## config.mk

```make
export PLATFORM = sky130hd
export DESIGN_NAME = efla_ctrl
export DESIGN_NICKNAME = d
export VERILOG_FILES = /design/src/hdl/efla_pkg.sv /design/src/hdl/efla_ctrl.sv
export SDC_FILE = /design/constraint.sdc
export NUM_CORES = 1
export LEC_CHECK = 0
export ABC_AREA = 1
export BUFFER_PORTS_ARGS = -buffer_cell sky130_fd_sc_hd__clkbuf_2
export CELL_PAD_IN_SITES_DETAIL_PLACEMENT = 0
export CELL_PAD_IN_SITES_GLOBAL_PLACEMENT = 1
export CORE_AREA = 2 2 39 41
export CTS_CLUSTER_DIAMETER = 60
export CTS_CLUSTER_SIZE = 10
export DETAILED_ROUTE_END_ITERATION = 10
export DIE_AREA = 0 0 41 43
export GPL_ROUTABILITY_DRIVEN = 0
export PLACE_DENSITY = 0.56
export SYNTH_ARGS = -nofsm -noshare
export SYNTH_HDL_FRONTEND = slang
export SYNTH_SLANG_ARGS = --single-unit
```

## constraint.sdc

```tcl
create_clock -name clk_i -period 0.9 [get_ports clk_i]
set_input_delay 0.18 -clock clk_i [delete_from_list [all_inputs] [get_ports clk_i]]
set_output_delay 0.18 -clock clk_i [all_outputs]
set_load 0.005 [all_outputs]
```

## src/hdl/efla_pkg.sv

```systemverilog
package efla_pkg;

  localparam int POS_W  = 40;
  localparam int LEN_W  = 32;
  localparam int KIND_W = 2;

  typedef enum logic [KIND_W-1:0] {
    KIND_ALLOC   = 2'd0,
    KIND_RELEASE = 2'd1,
    KIND_CLAIM   = 2'd2
  } kind_e;

  typedef enum logic [2:0] {
    ST_IDLE,
    ST_FETCH,
    ST_EVAL,
    ST_EXTRA,
    ST_FINISH
  } state_e;

  typedef struct packed {
    logic [POS_W-1:0] start;
    logic [POS_W-1:0] len;
  } ext_t;

  typedef struct packed {
    logic load;
    logic rd;
    logic eval;
    logic extra;
    logic finish;
  } ctrl_cmd_t;

  typedef struct packed {
    logic skip;
    logic scan_done;
    logic two_out;
    logic out_free;
  } ctrl_sts_t;

endpackage

```

## src/hdl/efla_ctrl.sv

```systemverilog
module efla_ctrl (
  input  logic                  clk_i,
  input  logic                  rst_ni,
  input  logic                  in_valid_i,
  output logic                  in_stall_o,
  output efla_pkg::ctrl_cmd_t   cmd_o,
  input  efla_pkg::ctrl_sts_t   sts_i
);
  import efla_pkg::*;

  state_e state_q, state_d;

  always_ff @(posedge clk_i or negedge rst_ni) begin
    if (!rst_ni) begin
      state_q <= ST_IDLE;
    end else begin
      state_q <= state_d;
    end
  end

  always_comb begin
    state_d = state_q;
    cmd_o   = '0;
    case (state_q)
      ST_IDLE: begin
        if (in_valid_i) begin
          cmd_o.load = 1'b1;
          state_d    = ST_FETCH;
        end
      end
      ST_FETCH: begin
        if (sts_i.skip || sts_i.scan_done) begin
          state_d = ST_FINISH;
        end else begin
          cmd_o.rd = 1'b1;
          state_d  = ST_EVAL;
        end
      end
      ST_EVAL: begin
        cmd_o.eval = 1'b1;
        state_d    = sts_i.two_out ? ST_EXTRA : ST_FETCH;
      end
      ST_EXTRA: begin
        cmd_o.extra = 1'b1;
        state_d     = ST_FETCH;
      end
      ST_FINISH: begin
        if (sts_i.out_free) begin
          cmd_o.finish = 1'b1;
          state_d      = ST_IDLE;
        end
      end
      default: state_d = ST_IDLE;
    endcase
  end

  assign in_stall_o = (state_q != ST_IDLE);

endmodule

```

**After elaboration in Yosys (flattened, before gate mapping)**

Cells that the tools add are included.

- $add $sub $neg: 0
- Multiply operators: 0
- Div/mod/pow operators: 0
- Magnitude comparators: 0
- Eq/ne operators: 6
- Shift operators: 0
- Mux-type cells: 13
- Bitwise gates (word level): 0
- Reductions and logical operators: 4

Operator list:

| operator | number |
|---|---|
| $pmux W3 S5 | 1 |
| $mux W3 | 3 |
| $mux W1 | 8 |
| $eq A3 B2 Y1 const B | 2 |
| $ne A2 B2 Y1 const B | 2 |
| $eq A3 B1 Y1 const B | 1 |
| $eq A3 B3 Y1 const B | 1 |
| $logic_not A3 Y1 | 1 |
| $reduce_bool A3 Y1 | 1 |
| $mux W2 | 1 |
| $reduce_and A2 Y1 | 1 |
| $logic_or A1 B1 Y1 | 1 |

- Register bits after elaboration: 3
- Bits in latches: 0
- RAM bits: 0
- Bits in read-only memories: 0
- Input port bits: 7
- Output and inout port bits: 6
- Word-level logic and storage cells: 24
- Memories kept: 0

**Depth between registers and ports, before layout**

- Depth after elaboration: 3
- Mapped depth: 4
- Mapped depth without buffers: 4

**Least setup slack after synthesis**

Ideal clock, no wire load.

- Path kind: register to output
- Start: reg state_q[2]
- End: out cmd_o[4] (netlist name)
- Arrival: 732 ps
- Data required time: 720 ps
- Slack: -12 ps
- Cell stages (with the launch flop): 4
- Path buffers: 0
- Cell sequence: dfrtp_1 -> inv_1 -> nand3_1 -> nor2_1

RTL lines:

| what | line | RTL |
|---|---|---|
| start, declared | efla_ctrl.sv:11 | `state_e state_q, state_d;` |
| start signal, assigned | efla_ctrl.sv:17 | `state_q <= state_d;` |
| end, declared | efla_ctrl.sv:6 | `output efla_pkg::ctrl_cmd_t cmd_o,` |

==> summary.txt <==
status - finished with violations
failing checks - negative setup slack
DR vias - 244
Sw Share - 0.382
yosys warns - 0
WP data arrival - 1.08 ns
diode count - 0
Cells after Synth - 25
critical path's slowest cell - dfrtp_1
GR peak layer - met2
Synth Cell Area - 193 um2
flops & latches, synth - 3
Synth area leaders - dfrtp_1 (39%), nor3_1 (7.8%), nand4_1 (6.5%)
Routed WL per cell - 8.43 um
compound-gate portion of the synthesized area - 0.0844
clk_lat worst skew - 0.23 ns
Final Power - 1.16 mW
Yosys cell types - 14
worst reg-to-reg setup slack - -0.16 ns
share of cells above drive strength 1 - 0.714
largest family of logic cells by synthesized area - simple AND/OR/NAND/NOR gates
Pre-antenna DRT Iters - 2
FMAX - 0.795 GHz
Max-slew headroom - 0.885
GRT Util Overall - 0.0704
kind of critical path - register to primary output
clock transition at the registers of the reported paths - 0.04 ns
vias in the first global route - 235
Adder-Cell Fraction of Synth Area - 0
core occupancy in the finished layout - 0.283
Post-Route WL - 548 um
Tightest Pin Transition - 0.172 ns
top cell type by total area after synthesis - dfrtp_1
largest net degree at the start of global routing - 6
min Tclk post-route - 1.26 ns
core area - 1380 um2
Fin. Hold Viols - 0
FILL cells - 155
Net Switching - 442 uW
hpwl dp - 419 um
DP Area - 318 um2
area growth from synthesis to layout - 103%
CTS buffer count - 3
VDD IR-drop max - 0.839 mV
M1 GR Usage - 0.0677
Pint - 717 uW
Top FF cell, synth - dfrtp_1
Final #Nets - 57
final setup skew - 0.00611 ns
EDFF count, synth - 0
top flop regs - state_q x3
CP Max Fanout - 5
CP max stage delay - 0.42 ns
Placed Cells - 57
TritonCTS clock tree - built
FF+latch area - 75.1 um2
total leakage power - 0.209 nW
Final Max Slew Viols - 0
root buffer cell - clkbuf_4
Starting Density - 0.139
area share of xor/xnor cells in the synthesized design - 0
clock tree buffer depth - 2
HP Class - input pin to register
DRC violations left - 0
DR vias/cell - 3.75
Port Buffers - 12
number of routed nets with antenna violations - 0
Syn Nets - 32
Synth Area in Simple Gates - 0.429
worst setup margin - -0.357 ns
Worst EP required - 0.72 ns
CP endpoint kind - primary output
H-tree depth - 1
global-route wire length before repair - 807 um
Die Ht - 43 um
Seq/Total Area, Yosys - 0.390
sequential share of power - 0.201
clock power share - 0.207
FF-to-FF Start - state_q[1]
dpl ws - -0.125 ns
worst hold start - sts_i[1]
multi-input logic area - 121 um2
RSZ-0062 raised after global routing - true
fin area - 392 um2
endpoints failing setup - 8
Pwr Density - 2960 nW/um2
post-synth top area share - 0.390
max_cap viols - 0
worst r2r path cells - 5
final worst-path cycle share - 1.40
Avg Inst Size Synth - 7.71 um2
total congestion overflow - 0
Site Rows - 14
FF-to-FF End - state_q[0]
mux cell area share after synthesis - 0
io pins - 13
Hold EP - state_q[1]
initial antenna violation count - 0
met3 usage - 0.0366
Sink Count - 3
Comb pwr share - 0.591
met2 global-route usage - 0.103
Post-synth ARST share - 1.00
Die ar. - 1760 um2
Final Non-Filler Cells - 65
Iteration-0 DRC Markers - 2
Startpoint Class - register
crit-path cells - inv_2 -> nand2_2 -> nor3_2 -> buf_2
Hold Path Depth - 3
max reg flops - 3
Reg with most FFs - state_q
Die W - 41 um
-- synthesized netlist by cell type (2+ instances only) --
cell     instances
inv_1            3
nand3_1          2
dfrtp_1          3
inv_2            2
nand2_1          2
nand4_1          2
nor2_1           2
nor3_1           3
-- routing by layer --
metal,part of all wire,vias to the layer above
li1,-,129
met1,0.41,105
met2,0.49,10
met3,0.10,0
met4,0,0
met5,0,-
-- worst max-delay path by stage --
stage	start	end
after floorplan	state_q[1]	cmd_o[4]
after global placement	state_q[1]	cmd_o[0]
after detailed placement	state_q[1]	cmd_o[4]
after CTS	state_q[1]	cmd_o[0]
after global routing	state_q[0]	cmd_o[3]
final	state_q[1]	cmd_o[0]
-- layout make-up --
class                      count  area share
tap                           16      0.0511
timing repair buffer          20       0.332
inverter                       5      0.0479
sequential                     3       0.192
multi-input combinational     17       0.310
clock buffer                   4      0.0671
-- per-stage QoR --
step | TNS, ns | hold slack, ns
after global routing | -2.61 | 0.218
after detailed placement | -0.529 | -0.0157
after global placement | -0.585 | -0.0181
after floorplan | -0.00305 | -0.116
final | -2.10 | 0.201
after CTS | -2.32 | 0.194
-- what timing repair did --
item	in CTS	in global routing
pin swaps	4	1
setup buffers	4	1
endpoints found under the setup margin	9	9
gates resized for setup	1	6
hold endpoints to repair	3	0
hold buffers	1	0
-- power groups by stage --
stage                     registers (mW)  clock network (mW)  logic, mW
after floorplan                    0.229                   0      0.312
after global placement             0.236                   0      0.538
after detailed placement           0.236                   0      0.538
after CTS                          0.233               0.253      0.663
after global routing               0.241               0.258      0.751
final                              0.233               0.240      0.685
-- worst max-delay path, delay by kind of cell (launching register included) --
kind / cells / cell delay (ns)
flops: 1 / 0.42
buf+inv: 2 / 0.25
simple gates: 2 / 0.17
-- layout by cell type, fill, tap and decap left out, types with 2 or more instances in the layout --
cell	synthesis	layout
nor2_2	1	3
clkbuf_4	0	3
buf_4	0	5
nor3_1	3	2
buf_2	0	3
inv_2	2	3
inv_1	3	2
nand2_2	1	2
buf_6	0	2
dfrtp_1	3	3
nand3_2	0	2
nand4_1	2	2
clkbuf_2	0	9
-- kinds of logic after synthesis --
family	count (synthesis)
AOI/OAI and AO/OA	2
DFF	3
and+or+nand+nor	15
buffers and inverters	5
Note: power is estimated with default switching activity, not from simulation.
